===== src/hdl/modular_inverse_fermat_defines.svh =====
// ----------------------------------------------------------------------------
// modular_inverse_fermat_defines.svh
// Assertion macros shared by the modular inverse block
// ----------------------------------------------------------------------------
`ifndef MODULAR_INVERSE_FERMAT_DEFINES_SVH
`define MODULAR_INVERSE_FERMAT_DEFINES_SVH

`ifndef SYNTHESIS

// property checked only while out of reset
`define MFI_ASSERT(lbl, clk, rst_n, prop, msg) \
  lbl: assert property (@(posedge clk) disable iff (!rst_n) prop) else $error(msg);

// property checked at every edge, reset included
`define MFI_ASSERT_RST(lbl, clk, prop, msg) \
  lbl: assert property (@(posedge clk) prop) else $error(msg);

`else

`define MFI_ASSERT(lbl, clk, rst_n, prop, msg)
`define MFI_ASSERT_RST(lbl, clk, prop, msg)

`endif

`endif


===== src/hdl/mfi_pkg.sv =====
// ----------------------------------------------------------------------------
// mfi_pkg
// Widths, control structs and sequencer states of the modular inverse block
// ----------------------------------------------------------------------------
`timescale 1ns / 1ps
`default_nettype none

package mfi_pkg;

  // operand width and bit counter width
  localparam int WIDTH = 32;
  localparam int CNT_W = $clog2(WIDTH);

  // reset value of the modulus register
  localparam logic [WIDTH-1:0] MOD_RESET = WIDTH'(2);

  // request to the modular multiplier
  typedef struct packed {
    logic             start;
    logic [WIDTH-1:0] x;
    logic [WIDTH-1:0] y;
    logic [WIDTH-1:0] m;
  } mfi_mul_req_t;

  // status of the modular multiplier
  typedef struct packed {
    logic             busy;
    logic             done;
    logic [WIDTH-1:0] result;
  } mfi_mul_stat_t;

  // request to the gcd unit
  typedef struct packed {
    logic             start;
    logic [WIDTH-1:0] u;
    logic [WIDTH-1:0] v;
  } mfi_gcd_req_t;

  // status of the gcd unit
  typedef struct packed {
    logic busy;
    logic done;
    logic coprime;
  } mfi_gcd_stat_t;

  // sequencer states
  typedef enum logic [3:0] {
    S_IDLE,
    S_GCD,
    S_GCD_WAIT,
    S_RED,
    S_RED_WAIT,
    S_SQR,
    S_SQR_WAIT,
    S_MUL,
    S_MUL_WAIT,
    S_DONE
  } mfi_state_t;

endpackage

`default_nettype wire


===== src/hdl/mfi_channels.sv =====
// ----------------------------------------------------------------------------
// mfi_channels
// Valid/ready channel interfaces for request, result and modulus write
// ----------------------------------------------------------------------------
`timescale 1ns / 1ps
`default_nettype none

// request channel: value
interface mfi_in_if;
  logic                     valid;
  logic                     ready;
  logic [mfi_pkg::WIDTH-1:0] value;
  modport source (output valid, output value, input ready);
  modport sink (input valid, input value, output ready);
endinterface

// result channel: inverse and exists flag
interface mfi_out_if;
  logic                     valid;
  logic                     ready;
  logic [mfi_pkg::WIDTH-1:0] inverse;
  logic                     exists;
  modport source (output valid, output inverse, output exists, input ready);
  modport sink (input valid, input inverse, input exists, output ready);
endinterface

// modulus write channel
interface mfi_cfg_if;
  logic                     valid;
  logic                     ready;
  logic [mfi_pkg::WIDTH-1:0] modulus;
  modport source (output valid, output modulus, input ready);
  modport sink (input valid, input modulus, output ready);
endinterface

`default_nettype wire


===== src/hdl/mfi_modmul.sv =====
// ----------------------------------------------------------------------------
// mfi_modmul
// Shift-and-add modular multiplier, one modular add per cycle
// ----------------------------------------------------------------------------
`timescale 1ns / 1ps
`default_nettype none

`include "modular_inverse_fermat_defines.svh"

module mfi_modmul (
  input  wire                   clk,
  input  wire                   rst_n,
  input  mfi_pkg::mfi_mul_req_t req,
  output mfi_pkg::mfi_mul_stat_t stat
);

  logic [mfi_pkg::WIDTH-1:0] acc_r, acc_nxt;
  logic [mfi_pkg::WIDTH-1:0] x_r, x_nxt;
  logic [mfi_pkg::WIDTH-1:0] y_r, y_nxt;
  logic [mfi_pkg::WIDTH-1:0] m_r, m_nxt;
  logic [mfi_pkg::CNT_W-1:0] cnt_r, cnt_nxt;
  logic                      phase_r, phase_nxt;
  logic                      busy_r, busy_nxt;
  logic                      done_r, done_nxt;

  logic [mfi_pkg::WIDTH-1:0] op_b;
  logic [mfi_pkg::WIDTH-1:0] room;
  logic [mfi_pkg::WIDTH-1:0] sum;

  // shared modular adder: doubling in phase 0, adding x in phase 1
  assign op_b = phase_r ? x_r : acc_r;
  assign room = m_r - op_b;
  assign sum  = (acc_r >= room) ? (acc_r - room) : (acc_r + op_b);

  // bit sequencing, multiplier bits taken from the top
  always_comb begin
    acc_nxt   = acc_r;
    x_nxt     = x_r;
    y_nxt     = y_r;
    m_nxt     = m_r;
    cnt_nxt   = cnt_r;
    phase_nxt = phase_r;
    busy_nxt  = busy_r;
    done_nxt  = 1'b0;
    if (req.start) begin
      acc_nxt   = '0;
      x_nxt     = req.x;
      y_nxt     = req.y;
      m_nxt     = req.m;
      cnt_nxt   = mfi_pkg::CNT_W'(mfi_pkg::WIDTH - 1);
      phase_nxt = 1'b0;
      busy_nxt  = 1'b1;
    end else if (busy_r) begin
      acc_nxt = sum;
      if (!phase_r && y_r[mfi_pkg::WIDTH-1]) begin
        phase_nxt = 1'b1;
      end else begin
        phase_nxt = 1'b0;
        y_nxt     = y_r << 1;
        if (cnt_r == '0) begin
          busy_nxt = 1'b0;
          done_nxt = 1'b1;
        end else begin
          cnt_nxt = cnt_r - mfi_pkg::CNT_W'(1);
        end
      end
    end
  end

  // control registers
  always_ff @(posedge clk) begin
    if (!rst_n) begin
      busy_r <= 1'b0;
      done_r <= 1'b0;
    end else begin
      busy_r <= busy_nxt;
      done_r <= done_nxt;
    end
  end

  // datapath registers
  always_ff @(posedge clk) begin
    acc_r   <= acc_nxt;
    x_r     <= x_nxt;
    y_r     <= y_nxt;
    m_r     <= m_nxt;
    cnt_r   <= cnt_nxt;
    phase_r <= phase_nxt;
  end

  assign stat.busy   = busy_r;
  assign stat.done   = done_r;
  assign stat.result = acc_r;

  // checks
  `MFI_ASSERT(a_mul_residue, clk, rst_n, done_r |-> (acc_r < m_r), "product not reduced")
  `MFI_ASSERT(a_mul_start, clk, rst_n, req.start |=> (busy_r && !done_r), "start not taken")
  `MFI_ASSERT(a_mul_done_end, clk, rst_n, done_r |-> !busy_r, "done while still busy")

endmodule

`default_nettype wire


===== src/hdl/mfi_gcd.sv =====
// ----------------------------------------------------------------------------
// mfi_gcd
// Binary gcd unit deciding whether two operands are coprime
// ----------------------------------------------------------------------------
`timescale 1ns / 1ps
`default_nettype none

module mfi_gcd (
  input  wire                    clk,
  input  wire                    rst_n,
  input  mfi_pkg::mfi_gcd_req_t  req,
  output mfi_pkg::mfi_gcd_stat_t stat
);

  logic [mfi_pkg::WIDTH-1:0] u_r, u_nxt;
  logic [mfi_pkg::WIDTH-1:0] v_r, v_nxt;
  logic                      even_r, even_nxt;
  logic                      busy_r, busy_nxt;
  logic                      done_r, done_nxt;
  logic                      cop_r, cop_nxt;

  logic                      u_ge_v;
  logic [mfi_pkg::WIDTH-1:0] dif;

  // shared compare and subtract
  assign u_ge_v = (u_r >= v_r);
  assign dif    = u_ge_v ? (u_r - v_r) : (v_r - u_r);

  // one shift or subtract step per cycle
  always_comb begin
    u_nxt    = u_r;
    v_nxt    = v_r;
    even_nxt = even_r;
    busy_nxt = busy_r;
    done_nxt = 1'b0;
    cop_nxt  = cop_r;
    if (req.start) begin
      u_nxt    = req.u;
      v_nxt    = req.v;
      even_nxt = !req.u[0] && !req.v[0];
      busy_nxt = 1'b1;
    end else if (busy_r) begin
      if (even_r) begin
        // common factor of two
        busy_nxt = 1'b0;
        done_nxt = 1'b1;
        cop_nxt  = 1'b0;
      end else if (u_r == '0) begin
        busy_nxt = 1'b0;
        done_nxt = 1'b1;
        cop_nxt  = (v_r == mfi_pkg::WIDTH'(1));
      end else if (!u_r[0]) begin
        u_nxt = u_r >> 1;
      end else if (!v_r[0]) begin
        v_nxt = v_r >> 1;
      end else if (u_ge_v) begin
        u_nxt = dif;
      end else begin
        v_nxt = dif;
      end
    end
  end

  // control registers
  always_ff @(posedge clk) begin
    if (!rst_n) begin
      busy_r <= 1'b0;
      done_r <= 1'b0;
    end else begin
      busy_r <= busy_nxt;
      done_r <= done_nxt;
    end
  end

  // datapath registers
  always_ff @(posedge clk) begin
    u_r    <= u_nxt;
    v_r    <= v_nxt;
    even_r <= even_nxt;
    cop_r  <= cop_nxt;
  end

  assign stat.busy    = busy_r;
  assign stat.done    = done_r;
  assign stat.coprime = cop_r;

endmodule

`default_nettype wire


===== src/hdl/modular_inverse_fermat.sv =====
// ----------------------------------------------------------------------------
// modular_inverse_fermat
// Modular inverse by Fermat's little theorem against a written modulus
// ----------------------------------------------------------------------------
// Each request takes a value a and, against the modulus m in the register,
// returns a^(m-2) mod m with exists high when gcd(a, m) is 1, and inverse 0
// with exists low otherwise (also when m is below 2). One request is worked
// at a time: in_chan.ready is high only while the sequencer is idle, and one
// finished result may wait in the output register while the next request is
// taken. The single shift-and-add modular multiplier does one modular add
// per cycle. A request costs a binary gcd pass, one reduction of a, then for
// each of the WIDTH exponent bits a squaring and, for a set bit of m-2, a
// multiply.
// ----------------------------------------------------------------------------
`timescale 1ns / 1ps
`default_nettype none

`include "modular_inverse_fermat_defines.svh"

module modular_inverse_fermat (
  input  wire             clk,
  input  wire             rst_n,
  mfi_in_if.sink          in_chan,
  mfi_out_if.source       out_chan,
  mfi_cfg_if.sink         cfg_chan
);

  mfi_pkg::mfi_state_t       state_r, state_nxt;
  logic [mfi_pkg::WIDTH-1:0] mod_r;
  logic [mfi_pkg::WIDTH-1:0] a_r, a_nxt;
  logic [mfi_pkg::WIDTH-1:0] m_r, m_nxt;
  logic [mfi_pkg::WIDTH-1:0] base_r, base_nxt;
  logic [mfi_pkg::WIDTH-1:0] acc_r, acc_nxt;
  logic [mfi_pkg::WIDTH-1:0] e_r, e_nxt;
  logic [mfi_pkg::CNT_W-1:0] bcnt_r, bcnt_nxt;
  logic [mfi_pkg::WIDTH-1:0] inv_r, inv_nxt;
  logic                      ok_r, ok_nxt;
  logic                      out_valid_r, out_valid_nxt;
  logic [mfi_pkg::WIDTH-1:0] out_inv_r, out_inv_nxt;
  logic                      out_ok_r, out_ok_nxt;
  logic                      bit_last;

  mfi_pkg::mfi_mul_req_t  mul_req;
  mfi_pkg::mfi_mul_stat_t mul_stat;
  mfi_pkg::mfi_gcd_req_t  gcd_req;
  mfi_pkg::mfi_gcd_stat_t gcd_stat;

  // shared units
  mfi_modmul u_mul (
    .clk   (clk),
    .rst_n (rst_n),
    .req   (mul_req),
    .stat  (mul_stat)
  );

  mfi_gcd u_gcd (
    .clk   (clk),
    .rst_n (rst_n),
    .req   (gcd_req),
    .stat  (gcd_stat)
  );

  // modulus register
  assign cfg_chan.ready = 1'b1;

  always_ff @(posedge clk) begin
    if (!rst_n) begin
      mod_r <= mfi_pkg::MOD_RESET;
    end else if (cfg_chan.valid) begin
      mod_r <= cfg_chan.modulus;
    end
  end

  // unit requests
  assign gcd_req.start = (state_r == mfi_pkg::S_GCD);
  assign gcd_req.u     = a_r;
  assign gcd_req.v     = m_r;

  assign mul_req.start = (state_r == mfi_pkg::S_RED) || (state_r == mfi_pkg::S_SQR) ||
                         (state_r == mfi_pkg::S_MUL);
  assign mul_req.x     = (state_r == mfi_pkg::S_RED) ? mfi_pkg::WIDTH'(1) : acc_r;
  assign mul_req.y     = (state_r == mfi_pkg::S_RED) ? a_r :
                         (state_r == mfi_pkg::S_SQR) ? acc_r : base_r;
  assign mul_req.m     = m_r;

  assign bit_last = (bcnt_r == '0);

  // sequencer
  always_comb begin
    state_nxt     = state_r;
    a_nxt         = a_r;
    m_nxt         = m_r;
    base_nxt      = base_r;
    acc_nxt       = acc_r;
    e_nxt         = e_r;
    bcnt_nxt      = bcnt_r;
    inv_nxt       = inv_r;
    ok_nxt        = ok_r;
    out_valid_nxt = out_valid_r && !out_chan.ready;
    out_inv_nxt   = out_inv_r;
    out_ok_nxt    = out_ok_r;
    unique case (state_r)
      mfi_pkg::S_IDLE: begin
        if (in_chan.valid) begin
          a_nxt = in_chan.value;
          m_nxt = mod_r;
          if (mod_r < mfi_pkg::WIDTH'(2)) begin
            inv_nxt   = '0;
            ok_nxt    = 1'b0;
            state_nxt = mfi_pkg::S_DONE;
          end else begin
            state_nxt = mfi_pkg::S_GCD;
          end
        end
      end
      mfi_pkg::S_GCD: begin
        state_nxt = mfi_pkg::S_GCD_WAIT;
      end
      mfi_pkg::S_GCD_WAIT: begin
        if (gcd_stat.done) begin
          if (gcd_stat.coprime) begin
            state_nxt = mfi_pkg::S_RED;
          end else begin
            inv_nxt   = '0;
            ok_nxt    = 1'b0;
            state_nxt = mfi_pkg::S_DONE;
          end
        end
      end
      mfi_pkg::S_RED: begin
        state_nxt = mfi_pkg::S_RED_WAIT;
      end
      mfi_pkg::S_RED_WAIT: begin
        // base = a mod m, then start the power at 1
        if (mul_stat.done) begin
          base_nxt  = mul_stat.result;
          acc_nxt   = mfi_pkg::WIDTH'(1);
          e_nxt     = m_r - mfi_pkg::WIDTH'(2);
          bcnt_nxt  = mfi_pkg::CNT_W'(mfi_pkg::WIDTH - 1);
          state_nxt = mfi_pkg::S_SQR;
        end
      end
      mfi_pkg::S_SQR: begin
        state_nxt = mfi_pkg::S_SQR_WAIT;
      end
      mfi_pkg::S_SQR_WAIT: begin
        if (mul_stat.done) begin
          acc_nxt = mul_stat.result;
          if (e_r[mfi_pkg::WIDTH-1]) begin
            state_nxt = mfi_pkg::S_MUL;
          end else if (bit_last) begin
            inv_nxt   = mul_stat.result;
            ok_nxt    = 1'b1;
            state_nxt = mfi_pkg::S_DONE;
          end else begin
            e_nxt     = e_r << 1;
            bcnt_nxt  = bcnt_r - mfi_pkg::CNT_W'(1);
            state_nxt = mfi_pkg::S_SQR;
          end
        end
      end
      mfi_pkg::S_MUL: begin
        state_nxt = mfi_pkg::S_MUL_WAIT;
      end
      mfi_pkg::S_MUL_WAIT: begin
        if (mul_stat.done) begin
          acc_nxt = mul_stat.result;
          if (bit_last) begin
            inv_nxt   = mul_stat.result;
            ok_nxt    = 1'b1;
            state_nxt = mfi_pkg::S_DONE;
          end else begin
            e_nxt     = e_r << 1;
            bcnt_nxt  = bcnt_r - mfi_pkg::CNT_W'(1);
            state_nxt = mfi_pkg::S_SQR;
          end
        end
      end
      mfi_pkg::S_DONE: begin
        // hand over once the output register is free
        if (!out_valid_r || out_chan.ready) begin
          out_valid_nxt = 1'b1;
          out_inv_nxt   = inv_r;
          out_ok_nxt    = ok_r;
          state_nxt     = mfi_pkg::S_IDLE;
        end
      end
      default: begin
        state_nxt = mfi_pkg::S_IDLE;
      end
    endcase
  end

  // control registers
  always_ff @(posedge clk) begin
    if (!rst_n) begin
      state_r     <= mfi_pkg::S_IDLE;
      out_valid_r <= 1'b0;
    end else begin
      state_r     <= state_nxt;
      out_valid_r <= out_valid_nxt;
    end
  end

  // datapath registers
  always_ff @(posedge clk) begin
    a_r       <= a_nxt;
    m_r       <= m_nxt;
    base_r    <= base_nxt;
    acc_r     <= acc_nxt;
    e_r       <= e_nxt;
    bcnt_r    <= bcnt_nxt;
    inv_r     <= inv_nxt;
    ok_r      <= ok_nxt;
    out_inv_r <= out_inv_nxt;
    out_ok_r  <= out_ok_nxt;
  end

  assign in_chan.ready    = (state_r == mfi_pkg::S_IDLE);
  assign out_chan.valid   = out_valid_r;
  assign out_chan.inverse = out_inv_r;
  assign out_chan.exists  = out_ok_r;

  // checks
  `MFI_ASSERT(a_none_zero, clk, rst_n,
              (out_chan.valid && !out_chan.exists) |-> (out_chan.inverse == '0),
              "inverse set without exists")
  `MFI_ASSERT(a_one_at_time, clk, rst_n,
              (in_chan.valid && in_chan.ready) |=> !in_chan.ready,
              "second request taken while busy")
  `MFI_ASSERT(a_mul_free, clk, rst_n,
              mul_req.start |-> (!mul_stat.busy && !gcd_stat.busy),
              "unit started while busy")
  `MFI_ASSERT_RST(a_reset_out, clk, !rst_n |=> !out_chan.valid, "result valid after reset")

endmodule

`default_nettype wire


===== src/flat_wrapper.sv =====
// flat-port wrapper written by rule: the top's interface ports become plain ports
module modular_inverse_fermat_flat 
  (clk, rst_n, in_chan_valid, in_chan_value, in_chan_ready, out_chan_valid, out_chan_inverse, out_chan_exists, out_chan_ready, cfg_chan_valid, cfg_chan_modulus, cfg_chan_ready);
  mfi_in_if in_chan_i ();
  mfi_out_if out_chan_i ();
  mfi_cfg_if cfg_chan_i ();
  input  wire clk;
  input  wire rst_n;
  input wire logic [$bits(in_chan_i.valid)-1:0] in_chan_valid;
  input wire logic [$bits(in_chan_i.value)-1:0] in_chan_value;
  output wire logic [$bits(in_chan_i.ready)-1:0] in_chan_ready;
  output wire logic [$bits(out_chan_i.valid)-1:0] out_chan_valid;
  output wire logic [$bits(out_chan_i.inverse)-1:0] out_chan_inverse;
  output wire logic [$bits(out_chan_i.exists)-1:0] out_chan_exists;
  input wire logic [$bits(out_chan_i.ready)-1:0] out_chan_ready;
  input wire logic [$bits(cfg_chan_i.valid)-1:0] cfg_chan_valid;
  input wire logic [$bits(cfg_chan_i.modulus)-1:0] cfg_chan_modulus;
  output wire logic [$bits(cfg_chan_i.ready)-1:0] cfg_chan_ready;
  assign in_chan_i.valid = in_chan_valid;
  assign in_chan_i.value = in_chan_value;
  assign in_chan_ready = in_chan_i.ready;
  assign out_chan_valid = out_chan_i.valid;
  assign out_chan_inverse = out_chan_i.inverse;
  assign out_chan_exists = out_chan_i.exists;
  assign out_chan_i.ready = out_chan_ready;
  assign cfg_chan_i.valid = cfg_chan_valid;
  assign cfg_chan_i.modulus = cfg_chan_modulus;
  assign cfg_chan_ready = cfg_chan_i.ready;
  modular_inverse_fermat u_core (.clk(clk), .rst_n(rst_n), .in_chan(in_chan_i), .out_chan(out_chan_i), .cfg_chan(cfg_chan_i));
endmodule

===== config.mk =====
export PLATFORM = sky130hd
export DESIGN_NAME = modular_inverse_fermat_flat
export DESIGN_NICKNAME = d
export VERILOG_FILES = /design/src/hdl/mfi_pkg.sv /design/src/hdl/mfi_channels.sv /design/src/hdl/mfi_modmul.sv /design/src/hdl/mfi_gcd.sv /design/src/hdl/modular_inverse_fermat.sv /design/src/flat_wrapper.sv
export VERILOG_INCLUDE_DIRS = /design/src /design/src/hdl
export SDC_FILE = /design/constraint.sdc
export NUM_CORES = 1
export LEC_CHECK = 0
export ABC_AREA = 0
export BUFFER_PORTS_ARGS = -buffer_cell sky130_fd_sc_hd__buf_4
export CAP_MARGIN = 20
export CORE_UTILIZATION = 63
export CTS_CLUSTER_DIAMETER = 80
export DETAILED_ROUTE_END_ITERATION = 12
export PLACE_DENSITY = 0.81
export SYNTH_ARGS = -nofsm -noshare
export SYNTH_HDL_FRONTEND = slang
export SYNTH_SLANG_ARGS = --single-unit

===== constraint.sdc =====
create_clock -name clk -period 6.96 [get_ports clk]
set_input_delay 0.348 -clock clk [delete_from_list [all_inputs] [get_ports clk]]
set_output_delay 0.348 -clock clk [all_outputs]
set_load 0.02 [all_outputs]

==> impl_metrics.env <==
export IMPL_fp_dieArea_sq_um=46200
export IMPL_synthesis_area_sq_um=28600
export IMPL_syn2layout_area_growth_pct=11.6
export IMPL_postSynthCellCount=2864
export IMPL_count_of_final_max_slew_check_failures=0
export IMPL_die_height_microns=215
export IMPL_period_share=0.896
export IMPL_grt_ovfl_total=0
export IMPL_postCtsSetupRepairBufs=0
export IMPL_drt_wirelength_per_cell_microns=22.6
export IMPL_route_detailed_drc=0
export IMPL_clk_path_buf_depth=3
export IMPL_grtUsageTotal=0.352
export IMPL_clock_skew_ns=0.0212
export IMPL_route_final_wire_length_microns=81200
export IMPL_grt_pass1_vias=22100
export IMPL_io_pin_count=105
export IMPL_max_slew_margin_rel=0.244
export IMPL_cts_tree="yes"
export IMPL_crit_fanout=37
export IMPL_finalWeightedCongestion=0.986
export IMPL_period_minus_slack_ns=6.24
export IMPL_post_route_cells_drive_above_1_share=0.0999
export IMPL_synth_sequential_area_ratio=0.468
export IMPL_first_pass_iters=9
export IMPL_synth_distinct_cells=91
export IMPL_route_antenna_remaining_nets=0
export IMPL_worstSetupPathType="reg2reg"
export IMPL_async_flop_share=0
export IMPL_rsz_0062_raised_after_global_routing="no"
export IMPL_yosys_area_top_type="edfxtp_1"
export IMPL_timing_critical_path_to_type="flip-flop"
export IMPL_post_dp_hpwl_microns=58300
export IMPL_post_cts_resized_instances=0
export IMPL_ys_seq_elements=472
export IMPL_port_buffer_count=103
export IMPL_std_cell_rows=77
export IMPL_insertion_delay_ns=0.61
export IMPL_ys_top_cells_by_count="393 x edfxtp_1, 267 x nand2_1, 243 x nor2_1, 229 x a21oi_1, 204 x o21ai_0"
export IMPL_drv_cap=0
export IMPL_max_freq_mhz=160
export IMPL_crit_path_start_kind="flip-flop"
export IMPL_totalNegativeSetupSlack_ns=0
export IMPL_synth_top_flop_cell="edfxtp_1"
export IMPL_synth_edff_count=393
export IMPL_timing_critical_path_required_ns=7.47
export IMPL_core_area_sq_um=44500
export IMPL_worst_ep_arrival_time_ns=6.75
export IMPL_dr_first_iter_drc_count=2496
export IMPL_dr_total_vias=22800
export IMPL_setup_reg_to_reg_worst_slack_ns=0.72
export IMPL_die_width_microns=215
export IMPL_cts_sinks=472
export IMPL_h_tree_lvls=2
export IMPL_setup_viol=0
export IMPL_syn_num_nets=3098
export IMPL_yosysWarnings=0
export IMPL_layout_nets=3186
export IMPL_use_met2=0.575
export IMPL_cts_root_buffer_cell="clkbuf_16"
export IMPL_grt_busiest_layer="met2"
export IMPL_final_hold_slack_ns=0.0143
export IMPL_timing_hold_worst_class="in2reg"
export IMPL_initial_antenna_violation_count=2
export IMPL_initial_core_util=0.642
export IMPL_clock_transition_at_the_register_clock_pins_on_the_worst_setup_and_hold_paths_after_cts_ns=0.06
export IMPL_grt_first_pass_wirelength_microns=126000
export IMPL_worstMarginPinSlew_ns=1.13
export IMPL_grt_util_met1=0.468
export IMPL_cts_made_buffers=50
export IMPL_report_final_hold_viol_count=0
export IMPL_grt_met3_usage=0.0555
export IMPL_yosysMostFrequentCell="edfxtp_1"
export IMPL_syn_area_per_cell_sq_um=9.98
export IMPL_outcome="finished clean"
export IMPL_synth_top_cells_by_area="edfxtp_1 41%, ha_1 7.0%, dfxtp_1 5.5%"
export IMPL_via_count_normalized_by_instance_count=6.36
export IMPL_netlist_area_leader_share=0.413
export IMPL_grt_start_max_net_pins=97
layout make-up:
class,instances,area [sq um]
sequential,472,13400
timing repair buffer,178,1480
antenna,1,2.50
multi-input combinational,2091,14000
clock buffer,65,1390
inverter,159,597
fill,3269,12600
clock inverter,28,273
tap,592,741
layer usage:
| layer | part of all wire | up-vias |
|---|---|---|
| met3 | 0.084 | 224 |
| met2 | 0.47 | 1042 |
| met4 | 0.044 | 2 |
| li1 | - | 10600 |
| met5 | 0.000099 | - |
| met1 | 0.40 | 11000 |
layout by cell type, fill, tap and decap left out, types with 45 or more instances in the layout:
master and count:
buf_4 126, nor3_1 45, mux2i_1 102, edfxtp_1 393, nor2_1 241, a21oi_1 227, nor2b_1 58, and2_1 73
a21o_1 93, inv_1 156, ha_1 160, nand2_1 266, xnor2_1 116, dfxtp_1 77, clkbuf_16 52, o21ai_0 203
dlygate4sd3_1 51, xor2_1 58
logic make-up (layout without fill, tap and decap cells):
| kind of cell | after synthesis | in the layout | share of synthesized area |
|---|---|---|---|
| compound gates | 785 | 785 | 0.183 |
| xor+xnor | 174 | 174 | 0.0533 |
| fa+ha+maj | 165 | 165 | 0.0736 |
| buf+inv | 301 | 430 | 0.0423 |
| flops | 472 | 472 | 0.468 |
| mux | 102 | 102 | 0.0357 |
| other cells | 1 | 2 | 0.000131 |
| simple gates | 864 | 864 | 0.143 |
state kept, by name, indices dropped and copies added (netlist names), 4 cells and up:
register and count:
u_core.u_mul.x_r 32, u_core.u_gcd.u_r 32, u_core.u_mul.y_r 32, u_core.bcnt_r 5, u_core.inv_r 32, u_core.acc_r 32
u_core.out_chan.inverse 32, u_core.base_r 32, u_core.u_gcd.v_r 32, u_core.u_mul.cnt_r 5, u_core.m_r 32, u_core.a_r 32
u_core.mod_r 32, u_core.state_r 4, u_core.u_mul.m_r 32, u_core.e_r 32, u_core.u_mul.acc_r 32
stage by stage:
stage / std cells / setup WS (ns) / utilization / cell area (sq um)
floorplan: 2864 / 0.886 / - / 28600
global placement: 3441 / 1.07 / 0.668 / 29700
detailed placement: 3441 / 0.935 / 0.668 / 29700
CTS: 3585 / 0.907 / 0.717 / 31900
global route: 3585 / 0.344 / 0.717 / 31900
finish: 3586 / 0.724 / 0.717 / 31900
critical path, stage by stage (launching register included):
cell and delay [ns]:
dfxtp_2 0.50, buf_4 0.45, mux2i_1 0.20, ha_1 0.42, nand3_1 0.19, a2111oi_0 0.83, o211ai_1 0.30, a31oi_1 0.27
nor2_1 0.10, o21bai_1 0.13, a21oi_1 0.09, xor2_1 0.15, ha_1 0.37, and3_1 0.25, and3_1 0.19, o21ai_0 0.18
o211ai_1 0.16, o21ba_1 0.62, buf_12 0.27, and3_1 0.19, o21ai_1 0.08, a21oi_1 0.16
repair_timing:
| action | in CTS | in global routing |
|---|---|---|
| hold buffers | 51 | 0 |
| endpoints found under the hold margin | 51 | 0 |
| setup endpoints to repair | 0 | 0 |
final timing paths:
path	startpoint	end	cells after the start
max	u_core.u_mul.phase_r$_SDFFE_PN0P_	u_core.u_mul.acc_r[8]$_SDFFE_PN0P_	21
min	cfg_chan_modulus[6]	u_core.mod_r[6]$_SDFFE_PN0P_	3
max reg2reg	u_core.u_mul.phase_r$_SDFFE_PN0P_	u_core.u_mul.acc_r[8]$_SDFFE_PN0P_	21
min reg2reg	u_core.inv_r[13]$_SDFFCE_PP0P_	u_core.out_chan.inverse[13]$_DFFE_PP_	0
Power is not shown: default switching activity piles up to over one toggle a cycle in this logic, so the estimate is an artifact.
